===== config.mk =====
export PLATFORM = sky130hd
export DESIGN_NAME = bresenham_line_rasterizer_top
export DESIGN_NICKNAME = d
export VERILOG_FILES = /design/src/hdl/blr_pkg.sv /design/src/hdl/blr_front.sv /design/src/hdl/blr_queue.sv /design/src/hdl/blr_back.sv /design/src/hdl/bresenham_line_rasterizer_top.sv
export SDC_FILE = /design/constraint.sdc
export NUM_CORES = 1
export LEC_CHECK = 0
export BUFFER_PORTS_ARGS = -buffer_cell sky130_fd_sc_hd__buf_2
export CORE_MARGIN = 4
export CORE_UTILIZATION = 54
export DETAILED_ROUTE_END_ITERATION = 12
export PLACE_DENSITY = 0.75
export SLEW_MARGIN = 15
export SYNTH_ARGS = -nofsm -noshare
export SYNTH_HDL_FRONTEND = slang
export SYNTH_HIERARCHICAL = 1
export SYNTH_SLANG_ARGS = --single-unit

===== constraint.sdc =====
create_clock -name clock -period 8 [get_ports clock]
set_input_delay 0.8 -clock clock [delete_from_list [all_inputs] [get_ports clock]]
set_output_delay 0.8 -clock clock [all_outputs]
set_load 0.005 [all_outputs]

===== src/hdl/blr_pkg.sv =====
// Types and constants shared by the Bresenham line rasteriser modules.
package blr_pkg;

   localparam int COORD_W              = 6;
   localparam int ERR_W                = 8;
   localparam int QUEUE_DEPTH          = 2;
   localparam int DEFAULT_SCREEN_WIDTH  = 64;
   localparam int DEFAULT_SCREEN_HEIGHT = 64;
   localparam logic [7:0] ALPHA_OPAQUE = 8'hFF;

   typedef struct packed {
      logic signed [7:0] start_x;
      logic signed [7:0] start_y;
      logic signed [7:0] end_x;
      logic signed [7:0] end_y;
      logic [7:0]        red;
      logic [7:0]        green;
      logic [7:0]        blue;
   } req_type;

   typedef struct packed {
      logic [5:0]  pixel_x;
      logic [5:0]  pixel_y;
      logic [31:0] pixel_value;
      logic        last_pixel;
      logic        offscreen_error;
   } rsp_type;

   // A classified line command, ready for the stepping engine.
   typedef struct packed {
      logic               offscreen;
      logic               steep;
      logic [COORD_W-1:0] major_start;
      logic [COORD_W-1:0] major_end;
      logic [COORD_W-1:0] minor_start;
      logic [COORD_W-1:0] delta_major;
      logic [COORD_W-1:0] delta_minor;
      logic               minor_down;
      logic [23:0]        colour;
   } cmd_type;

endpackage


===== src/hdl/blr_front.sv =====
// Front end: accepts line commands, checks the endpoints and orders the axes.
module blr_front #(
   parameter int SCREEN_WIDTH  = blr_pkg::DEFAULT_SCREEN_WIDTH,
   parameter int SCREEN_HEIGHT = blr_pkg::DEFAULT_SCREEN_HEIGHT
) (
   input  logic             clock,
   input  logic             reset,
   input  logic             req_valid,
   output logic             req_ready,
   input  blr_pkg::req_type req_data,
   output logic             cmd_valid,
   input  logic             cmd_ready,
   output blr_pkg::cmd_type cmd_data
);

   localparam int CW = blr_pkg::COORD_W;

   logic             valid_ff, valid_in;
   blr_pkg::cmd_type cmd_ff, cmd_in;

   logic              on_a, on_b, steep, swap;
   logic [CW-1:0]     ax, ay, bx, by;
   logic signed [CW:0] dxs, dys;
   logic [CW:0]       adx, ady;
   logic [CW-1:0]     maj_a, maj_b, min_a, min_b;
   logic [CW-1:0]     min_s, min_e;

   assign req_ready = !valid_ff || cmd_ready;
   assign cmd_valid = valid_ff;
   assign cmd_data  = cmd_ff;

   always_comb begin
      on_a = !req_data.start_x[7] && (req_data.start_x[6:0] < 7'(SCREEN_WIDTH)) &&
             !req_data.start_y[7] && (req_data.start_y[6:0] < 7'(SCREEN_HEIGHT));
      on_b = !req_data.end_x[7] && (req_data.end_x[6:0] < 7'(SCREEN_WIDTH)) &&
             !req_data.end_y[7] && (req_data.end_y[6:0] < 7'(SCREEN_HEIGHT));
      ax = req_data.start_x[CW-1:0];
      ay = req_data.start_y[CW-1:0];
      bx = req_data.end_x[CW-1:0];
      by = req_data.end_y[CW-1:0];
      dxs = $signed({1'b0, bx}) - $signed({1'b0, ax});
      dys = $signed({1'b0, by}) - $signed({1'b0, ay});
      adx = dxs[CW] ? (CW+1)'(-dxs) : dxs;
      ady = dys[CW] ? (CW+1)'(-dys) : dys;
      steep = ady > adx;
      maj_a = steep ? ay : ax;
      maj_b = steep ? by : bx;
      min_a = steep ? ax : ay;
      min_b = steep ? bx : by;
      swap  = maj_a > maj_b;
      min_s = swap ? min_b : min_a;
      min_e = swap ? min_a : min_b;

      cmd_in.offscreen   = !(on_a && on_b);
      cmd_in.steep       = steep;
      cmd_in.major_start = swap ? maj_b : maj_a;
      cmd_in.major_end   = swap ? maj_a : maj_b;
      cmd_in.minor_start = min_s;
      cmd_in.delta_major = swap ? (maj_a - maj_b) : (maj_b - maj_a);
      cmd_in.minor_down  = min_s > min_e;
      cmd_in.delta_minor = (min_s > min_e) ? (min_s - min_e) : (min_e - min_s);
      cmd_in.colour      = {req_data.red, req_data.green, req_data.blue};

      valid_in = (valid_ff && !cmd_ready) || req_valid;
   end

   always_ff @(posedge clock) begin
      if (reset) begin
         valid_ff <= 1'b0;
      end else begin
         valid_ff <= valid_in;
      end
      if (req_valid && req_ready) begin
         cmd_ff <= cmd_in;
      end
   end

endmodule


===== src/hdl/blr_queue.sv =====
// Short command queue between the front end and the stepping engine.
module blr_queue #(
   parameter int DEPTH = blr_pkg::QUEUE_DEPTH
) (
   input  logic             clock,
   input  logic             reset,
   input  logic             push_valid,
   output logic             push_ready,
   input  blr_pkg::cmd_type push_data,
   output logic             pop_valid,
   input  logic             pop_ready,
   output blr_pkg::cmd_type pop_data
);

   localparam int PTR_W = (DEPTH > 1) ? $clog2(DEPTH) : 1;
   localparam int CNT_W = $clog2(DEPTH + 1);

   blr_pkg::cmd_type entries_ff [DEPTH];
   logic [PTR_W-1:0] wr_ptr_ff, wr_ptr_in, rd_ptr_ff, rd_ptr_in;
   logic [CNT_W-1:0] count_ff, count_in;
   logic             do_push, do_pop;

   assign push_ready = count_ff != CNT_W'(DEPTH);
   assign pop_valid  = count_ff != '0;
   assign pop_data   = entries_ff[rd_ptr_ff];
   assign do_push    = push_valid && push_ready;
   assign do_pop     = pop_valid && pop_ready;

   always_comb begin
      wr_ptr_in = wr_ptr_ff;
      rd_ptr_in = rd_ptr_ff;
      count_in  = count_ff;
      if (do_push) begin
         wr_ptr_in = (wr_ptr_ff == PTR_W'(DEPTH - 1)) ? '0 : wr_ptr_ff + 1'b1;
      end
      if (do_pop) begin
         rd_ptr_in = (rd_ptr_ff == PTR_W'(DEPTH - 1)) ? '0 : rd_ptr_ff + 1'b1;
      end
      if (do_push && !do_pop) begin
         count_in = count_ff + 1'b1;
      end else if (do_pop && !do_push) begin
         count_in = count_ff - 1'b1;
      end
   end

   always_ff @(posedge clock) begin
      if (reset) begin
         wr_ptr_ff <= '0;
         rd_ptr_ff <= '0;
         count_ff  <= '0;
      end else begin
         wr_ptr_ff <= wr_ptr_in;
         rd_ptr_ff <= rd_ptr_in;
         count_ff  <= count_in;
      end
      if (do_push) begin
         entries_ff[wr_ptr_ff] <= push_data;
      end
   end

endmodule


===== src/hdl/blr_back.sv =====
// Stepping engine: walks each queued line and drives the pixel result register.
module blr_back (
   input  logic             clock,
   input  logic             reset,
   input  logic             cmd_valid,
   output logic             cmd_ready,
   input  blr_pkg::cmd_type cmd_data,
   output logic             rsp_valid,
   input  logic             rsp_ready,
   output blr_pkg::rsp_type rsp_data
);

   localparam int CW = blr_pkg::COORD_W;
   localparam int EW = blr_pkg::ERR_W;

   typedef enum logic {
      ST_IDLE,
      ST_RUN
   } state_type;

   state_type         state_ff, state_in;
   logic              rsp_valid_ff, rsp_valid_in;
   blr_pkg::rsp_type  rsp_data_ff, rsp_data_in;
   logic              steep_ff, steep_in;
   logic              down_ff, down_in;
   logic [CW-1:0]     major_ff, major_in;
   logic [CW-1:0]     major_end_ff, major_end_in;
   logic [CW-1:0]     minor_ff, minor_in;
   logic [CW-1:0]     dmaj_ff, dmaj_in;
   logic [CW-1:0]     dmin_ff, dmin_in;
   logic signed [EW-1:0] err_ff, err_in, err_sub;
   logic [23:0]       colour_ff, colour_in;
   logic              slot_free, at_end;

   assign rsp_valid = rsp_valid_ff;
   assign rsp_data  = rsp_data_ff;
   assign slot_free = !rsp_valid_ff || rsp_ready;
   assign at_end    = major_ff == major_end_ff;
   assign err_sub   = err_ff - $signed({{(EW-CW){1'b0}}, dmin_ff});

   always_comb begin
      state_in     = state_ff;
      rsp_valid_in = rsp_valid_ff && !rsp_ready;
      rsp_data_in  = rsp_data_ff;
      steep_in     = steep_ff;
      down_in      = down_ff;
      major_in     = major_ff;
      major_end_in = major_end_ff;
      minor_in     = minor_ff;
      dmaj_in      = dmaj_ff;
      dmin_in      = dmin_ff;
      err_in       = err_ff;
      colour_in    = colour_ff;
      cmd_ready    = 1'b0;
      case (state_ff)
         ST_IDLE: begin
            if (cmd_valid) begin
               if (cmd_data.offscreen) begin
                  if (slot_free) begin
                     cmd_ready    = 1'b1;
                     rsp_valid_in = 1'b1;
                     rsp_data_in  = '0;
                     rsp_data_in.last_pixel      = 1'b1;
                     rsp_data_in.offscreen_error = 1'b1;
                  end
               end else begin
                  cmd_ready    = 1'b1;
                  steep_in     = cmd_data.steep;
                  down_in      = cmd_data.minor_down;
                  major_in     = cmd_data.major_start;
                  major_end_in = cmd_data.major_end;
                  minor_in     = cmd_data.minor_start;
                  dmaj_in      = cmd_data.delta_major;
                  dmin_in      = cmd_data.delta_minor;
                  err_in       = {{(EW-CW+1){1'b0}}, cmd_data.delta_major[CW-1:1]};
                  colour_in    = cmd_data.colour;
                  state_in     = ST_RUN;
               end
            end
         end
         ST_RUN: begin
            if (slot_free) begin
               rsp_valid_in                = 1'b1;
               rsp_data_in.pixel_x         = steep_ff ? minor_ff : major_ff;
               rsp_data_in.pixel_y         = steep_ff ? major_ff : minor_ff;
               rsp_data_in.pixel_value     = {blr_pkg::ALPHA_OPAQUE, colour_ff};
               rsp_data_in.last_pixel      = at_end;
               rsp_data_in.offscreen_error = 1'b0;
               major_in = major_ff + 1'b1;
               if (err_sub < 0) begin
                  minor_in = down_ff ? minor_ff - 1'b1 : minor_ff + 1'b1;
                  err_in   = err_sub + $signed({{(EW-CW){1'b0}}, dmaj_ff});
               end else begin
                  err_in = err_sub;
               end
               if (at_end) begin
                  state_in = ST_IDLE;
               end
            end
         end
         default: begin
            state_in = ST_IDLE;
         end
      endcase
   end

   always_ff @(posedge clock) begin
      if (reset) begin
         state_ff     <= ST_IDLE;
         rsp_valid_ff <= 1'b0;
      end else begin
         state_ff     <= state_in;
         rsp_valid_ff <= rsp_valid_in;
      end
      rsp_data_ff  <= rsp_data_in;
      steep_ff     <= steep_in;
      down_ff      <= down_in;
      major_ff     <= major_in;
      major_end_ff <= major_end_in;
      minor_ff     <= minor_in;
      dmaj_ff      <= dmaj_in;
      dmin_ff      <= dmin_in;
      err_ff       <= err_in;
      colour_ff    <= colour_in;
   end

endmodule


===== src/hdl/bresenham_line_rasterizer_top.sv =====
// A line's first pixel passes the front-end command register, a queue entry, the
// stepping engine's command registers and its pixel result register before it is offered.
// The stepping engine loads a command only in its idle state, then issues one pixel per
// cycle while the result side does not stall; an off-screen command gives one error result.
// Reset is synchronous and active high; it empties the queue and all valid flags at once,
// and no clearing pass follows.
module bresenham_line_rasterizer_top #(
   parameter int SCREEN_WIDTH  = blr_pkg::DEFAULT_SCREEN_WIDTH,
   parameter int SCREEN_HEIGHT = blr_pkg::DEFAULT_SCREEN_HEIGHT
) (
   input  logic             clock,
   input  logic             reset,
   input  logic             req_valid,
   output logic             req_ready,
   input  blr_pkg::req_type req_data,
   output logic             rsp_valid,
   input  logic             rsp_ready,
   output blr_pkg::rsp_type rsp_data
);

   // The front end registers one classified command. The check for off-screen endpoints,
   // the choice of the driving axis and the ordering of the endpoints all happen there,
   // so the stepping engine only has to count along the driving axis.
   logic             front_valid, front_ready;
   blr_pkg::cmd_type front_cmd;

   // The queue lets the front end take the next command while a long line is still
   // being drawn, and lets the stepping engine stall on the result side on its own.
   logic             queue_valid, queue_ready;
   blr_pkg::cmd_type queue_cmd;

   blr_front #(
      .SCREEN_WIDTH  (SCREEN_WIDTH),
      .SCREEN_HEIGHT (SCREEN_HEIGHT)
   ) front_inst (
      .clock     (clock),
      .reset     (reset),
      .req_valid (req_valid),
      .req_ready (req_ready),
      .req_data  (req_data),
      .cmd_valid (front_valid),
      .cmd_ready (front_ready),
      .cmd_data  (front_cmd)
   );

   blr_queue #(
      .DEPTH (blr_pkg::QUEUE_DEPTH)
   ) queue_inst (
      .clock      (clock),
      .reset      (reset),
      .push_valid (front_valid),
      .push_ready (front_ready),
      .push_data  (front_cmd),
      .pop_valid  (queue_valid),
      .pop_ready  (queue_ready),
      .pop_data   (queue_cmd)
   );

   // The stepping engine holds each pixel in its result register until the transfer
   // completes, and only then advances the error term and the coordinates.
   blr_back back_inst (
      .clock     (clock),
      .reset     (reset),
      .cmd_valid (queue_valid),
      .cmd_ready (queue_ready),
      .cmd_data  (queue_cmd),
      .rsp_valid (rsp_valid),
      .rsp_ready (rsp_ready),
      .rsp_data  (rsp_data)
   );

endmodule


* Yosys cells after proc, flatten, opt, wreduce, memory -nomap -nowiden *
Memories as Yosys holds them, arrays and structs flattened. A register that Yosys moved wholly into a read port is not among the register bits.
Cells that the tools add are included.

word-level totals
  register bits after elaboration = 174
  bits in latches = 0
  memory bits (writable) = 114
  ROM bits = 0
  input port bits = 60
  output and inout port bits = 48
  memories = 1

cells by class
  $add $sub $neg = 17
  $mul = 0
  divide/modulo/power cells = 0
  $lt $le $gt $ge = 8
  eq/ne operators = 8
  shift operators = 0
  muxes and demuxes = 55
  bitwise operators = 2
  reduce and logical (&&, ||, !) cells = 34

memory list
  memory                 depth  bits a word  rd ports  clocked after memory_dff  write ports  RTL line         source
  queue_inst.entries_ff  2      57           1         1                         1            blr_queue.sv:18  blr_pkg::cmd_type entries_ff [DEPTH];

operators by type and width
  operator             number
  $mux 46              4
  $mux 6               20
  $pmux 46 s2          1
  $mux 8               4
  $lt 7x7->1 const B   4
  $pmux 6 s2           2
  $sub 6x6->6          4
  $mux 1               17
  $pmux 8 s2           1
  $logic_and 1x1->1    14
  $mux 7               2
  $neg 7->7            2
  $sub 6x6->7          2
  $add 6x1->6 const B  2
  $gt 6x6->1           2
  $logic_not 1->1      11
  $ne 2x2->1 const B   5
  $add 8x7->8          1
  $lt 8x1->1 const B   1
  $reduce_and 4->1     2
  $sub 8x7->8          1
  $gt 7x7->1           1
  $eq 6x6->1           1
  $reduce_and 3->1     2
  other kinds (10)     18

* Longest topological paths before layout *
  depth in word-level cells = 10
  mapped depth = 39
  depth with buffers taken out = 37

* Hierarchy *
Netlist, hierarchy kept.

by module, submodules not included
  module     instances  cells an instance  area each (um2)  sequential area each (um2)
  blr_back   1          356                4892.2           3133.0
  blr_front  1          440                4411.7           1731.7
  blr_queue  1          201                4339.2           3523.4

* Worst setup path after synthesis *
Ideal clock, no wire load.

  path type = input -> register
  from = input port req_data[24] in the netlist's numbering
  to = register front_inst.cmd_ff (netlist bit front_inst/cmd_data[30]), data pin
  library setup time = 0.265 ns
  arrival = 7.719 ns
  required time = 7.735 ns
  setup slack = 0.016 ns
  stages = 39
  cells stage by stage = inv_1 ha_1 fa_1 nor2b_1 o21ai_0 a21boi_0 nor2_1 or2_2 o21ai_0 xnor2_1 ha_1 o21ai_0 o21bai_1 o21ai_1 inv_2 clkbuf_1 mux2i_1 inv_1 (+3 left out) a21oi_1 a21oi_2 a2111oi_4 o31ai_2 a21oi_4 buf_2 a211oi_1 or2_1 ha_1 inv_1 fa_1 a21o_1 a21oi_1 o21ai_2 mux2_2 a31oi_1 o21ai_0 xor2_1

RTL lines
  item                  RTL line                             source
  from (decl)           bresenham_line_rasterizer_top.sv:15  input blr_pkg::req_type req_data,
  to (signal assigned)  blr_front.sv:74                      cmd_ff <= cmd_in;
  to (decl)             blr_front.sv:19                      blr_pkg::cmd_type cmd_ff, cmd_in;

==> key figures <==
Outcome
  – Outcome: completed

Critical path
  – Max stage delay cell, worst path: fa_1
  – Worst setup path endpoint: front_inst/cmd_data[30]
  – CP arrival: 7780 ps
  – Worst setup EP type: flip-flop
  – Worst R2R Setup Slack: 4630 ps
  – Critical-path maximum fanout: 8
  – Worst reg2reg endpoint: back_inst/err_ff[6]
  – Setup Crit Path Kind: in -> reg
  – CP required: 8290 ps
  – Worst flop-to-flop path startpoint: back_inst/err_ff[0]
  – Worst setup SP type: primary input
  – Max incr delay on CP: 400 ps
  – CP Launch Point: req_data[24]
  – CP dominant cell by count: ha_1
  – Reg2reg path depth: 12

Final layout
  – NumNets Final: 1282
  – Layout area overhead: 16.33%
  – Sequential cell area: 0.008391 mm²
  – Area of the multi-input gates: 0.004833 mm²
  – Layout Cells excl Fill: 1500
  – Layout cells sized above 1: 27.30%
  – Finished Core Util: 64.51%
  – Ant diodes: 0
  – Final-layout fill cell count: 1832

CTS
  – Total CTS buffers: 29
  – Clk buf depth: 3
  – Root Driver: clkbuf_16
  – CTS tree: yes
  – Reg clk slew, reported paths: 60 ps
  – Hold_buf cts: 0
  – Worst-Skew Late Latency: 550 ps
  – H-tree levels: 1
  – # clock sinks: 282

STA
  – RSZ-0062 raised after global routing: no
  – Slew @ Worst Pin: 1092 ps
  – Clock period minus worst slack: 7491 ps
  – Final Setup Violations: 0
  – Worst slew margin: 26.75%
  – Skew final: 15.95 ps
  – FMAX: 133.5 MHz
  – Final worst setup slack: 509.0 ps
  – Endpoints failing hold: 0
  – Period utilization: 93.64%
  – Final number of max-transition violations: 0

Yosys
  – Post-synth EDFFs: 274
  – Syn_nets: 1126
  – Synth area leader: edfxtp_1
  – Yosys warnings: 6
  – Syn avg cell area: 13.68 µm²
  – Most instantiated library cell after synthesis: edfxtp_1
  – Distinct cells, synth: 76
  – Top cell types by occurrence after synthesis: edfxtp_1 (274), mux2_2 (67), ha_1 (60)
  – Register area share after synthesis: 61.48%
  – Top cells by area, synth: edfxtp_1 (60%), mux2_2 (5.5%), ha_1 (5.5%), a21oi_1 (2.0%), mux2i_1 (1.9%)
  – Ys flop type: edfxtp_1
  – Post-Syn Area: 0.01364 mm²
  – Async set-or-reset flop fraction in the synthesized netlist: 0%
  – Flops & latches, synth: 282
  – Synth top area share: 60.31%
  – Post-Synthesis Cells: 997

Global route
  – First-pass GRT wire length: 42020 µm
  – Initial antenna violation count: 0
  – GRT Total Usage: 18.47%
  – Vias in the first global route: 8361
  – Largest net degree at the start of global routing: 58
  – Global-route congestion overflow total: 0

Flow run
  – Max_cap viols: 0

Placed design
  – Gpl congestion: 0.9230
  – Detailed placement HPWL: 17910 µm
  – Port buffer count: 107
  – DP Worst Slack: -439.9 ps
  – Placed Cells: 1445

Floorplan
  – Die X: 167.0 µm
  – Cell Rows: 57
  – # IOs: 108
  – DIE AREA: 0.02787 mm²
  – Die H: 167.0 µm
  – Core area: 0.02460 mm²
  – Initial Util: 55.45%

Route
  – Vias: 8214
  – WL final: 26090 µm
  – Post-route ant nets: 0
  – Vias/cell: 5.476
  – DRC violations left: 0
  – Wire per inst: 17.40 µm
  – Pre-antenna DRT Iters: 5
  – Initial DRC Count: 527

Power and ir drop
  – Sequential power share: 32.0%
  – Final Power: 7.293 mW
  – Pwr/cell area: 459.5 mW/mm²
  – Internal: 4.753 mW
  – Peak supply drop: 362.9 µV
  – Clk pwr share: 19.4%
  – Sw Ratio: 34.82%
  – Combinational share of power: 48.7%
  – Net switching power: 2.540 mW
  – Static leakage: 6.112 nW

Min path
  – Class of the worst hold path: in -> reg
## worst max-delay path, delay by kind of cell
family | cells | cell delay (ps)
buffers and inverters | 5 | 370
adders and majority gates | 7 | 2030
xor gates and xnor gates | 2 | 260
muxes | 2 | 550
and+or+nand+nor | 6 | 1130
AOI/OAI and AO/OA | 15 | 2610
## per-stage QoR
step	hold slack (ps)	TNS (ps)	area [µm²]
2_1_floorplan	409.5	0	13640
3_3_place_gp	421.7	-103.8	14780
3_5_place_dp	429.0	-1208	14780
4_1_cts	393.6	0	15810
5_1_grt	394.0	0	15870
6_report	424.4	0	15870
## metal layers
| layer | global-route usage (%) | part of all wire, % | routed length (µm) |
|---|---|---|---|
| met3 | 2.607 | 4.3 | 1121 |
| met2 | 32.49 | 50 | 13010 |
| met1 | 24.12 | 43 | 11330 |
| met4 | 5.087 | 2.4 | 633 |
| met5 | 0 | 0 | 0 |
## kinds of logic after synthesis
kind of cell / share of synthesized area (%)
muxes: 7.520
DFF: 61.48
adders and majority gates: 6.970
AOI/OAI and AO/OA: 9.015
buffers and inverters: 3.632
and+or+nand+nor: 8.621
xor gates and xnor gates: 2.760
## cells in the final DEF (no fill, tap or decap), types with 5 or more instances in the layout
master,instances
inv_1,54
a21oi_2,6
a211oi_1,12
bufinv_16,6
a22oi_1,7
or2_1,8
ha_1,60
nor2b_1,15
xnor2_1,21
o21ai_0,24
nand2b_1,8
buf_2,107
a211o_1,8
clkbuf_1,8
a21oi_1,51
dfxtp_1,6
edfxtp_1,274
nor4_1,6
fa_1,8
and2_1,32
a22o_1,5
buf_4,62
nor2_1,46
nand3_1,13
nand2_1,52
a21o_1,11
clkbuf_16,29
nor3_1,11
o211ai_1,9
mux2i_1,22
mux2_2,67
xor2_1,22
## timing repair
item | CTS | global route
endpoints found under the setup margin | 0 | 5
resized for setup | 0 | 17
setup buffers | 0 | 1
## power groups by stage
| stage | combinational, mW | clock, mW | sequential, mW |
|---|---|---|---|
| after floorplan | 2.31 | 0 | 2.34 |
| after global placement | 3.47 | 0 | 2.34 |
| after detailed placement | 3.48 | 0 | 2.36 |
| after CTS | 3.51 | 1.45 | 2.34 |
| after global routing | 3.93 | 1.52 | 2.36 |
| final | 3.55 | 1.41 | 2.33 |
## worst min-delay path by stage
stage | from | to | slack (ps) | cells after the start
final | req_data[19] | front_inst/cmd_data[19] | 420 | 1
after detailed placement | front_inst/cmd_data[2] | queue_inst/entries_ff[0][2] | 430 | 0
after floorplan | back_inst/state_ff | back_inst/rsp_data[32] | 410 | 0
after global routing | req_data[11] | front_inst/cmd_data[11] | 390 | 1
after CTS | req_data[5] | front_inst/cmd_data[5] | 390 | 1
after global placement | front_inst/cmd_data[12] | queue_inst/entries_ff[1][12] | 420 | 0
## final cells by class
cell class,instances,area share [%]
clock buffers,39,4.935
repair buffers,169,6.307
inverters,57,1.348
flip-flops and latches,282,52.87
clock inverters,15,1.537
multi-input cells,614,30.45
well taps,324,2.554
## flip-flops by register name, summed over array words and instances, names as in the netlist, named ones only
name / count
front_inst/cmd_data: 57
back_inst/dmin_ff: 6
queue_inst/count_ff: 2
queue_inst/rd_ptr_ff: 1
back_inst/dmaj_ff: 6
back_inst/steep_ff: 1
back_inst/rsp_data: 39
front_inst/cmd_valid: 1
queue_inst/wr_ptr_ff: 1
back_inst/colour_ff: 24
back_inst/err_ff: 8
back_inst/major_end_ff: 6
back_inst/major_ff: 6
queue_inst/entries_ff: 114
back_inst/minor_ff: 6
back_inst/rsp_valid: 1
back_inst/down_ff: 1
back_inst/state_ff: 1
(Power assumes the default switching activity.)
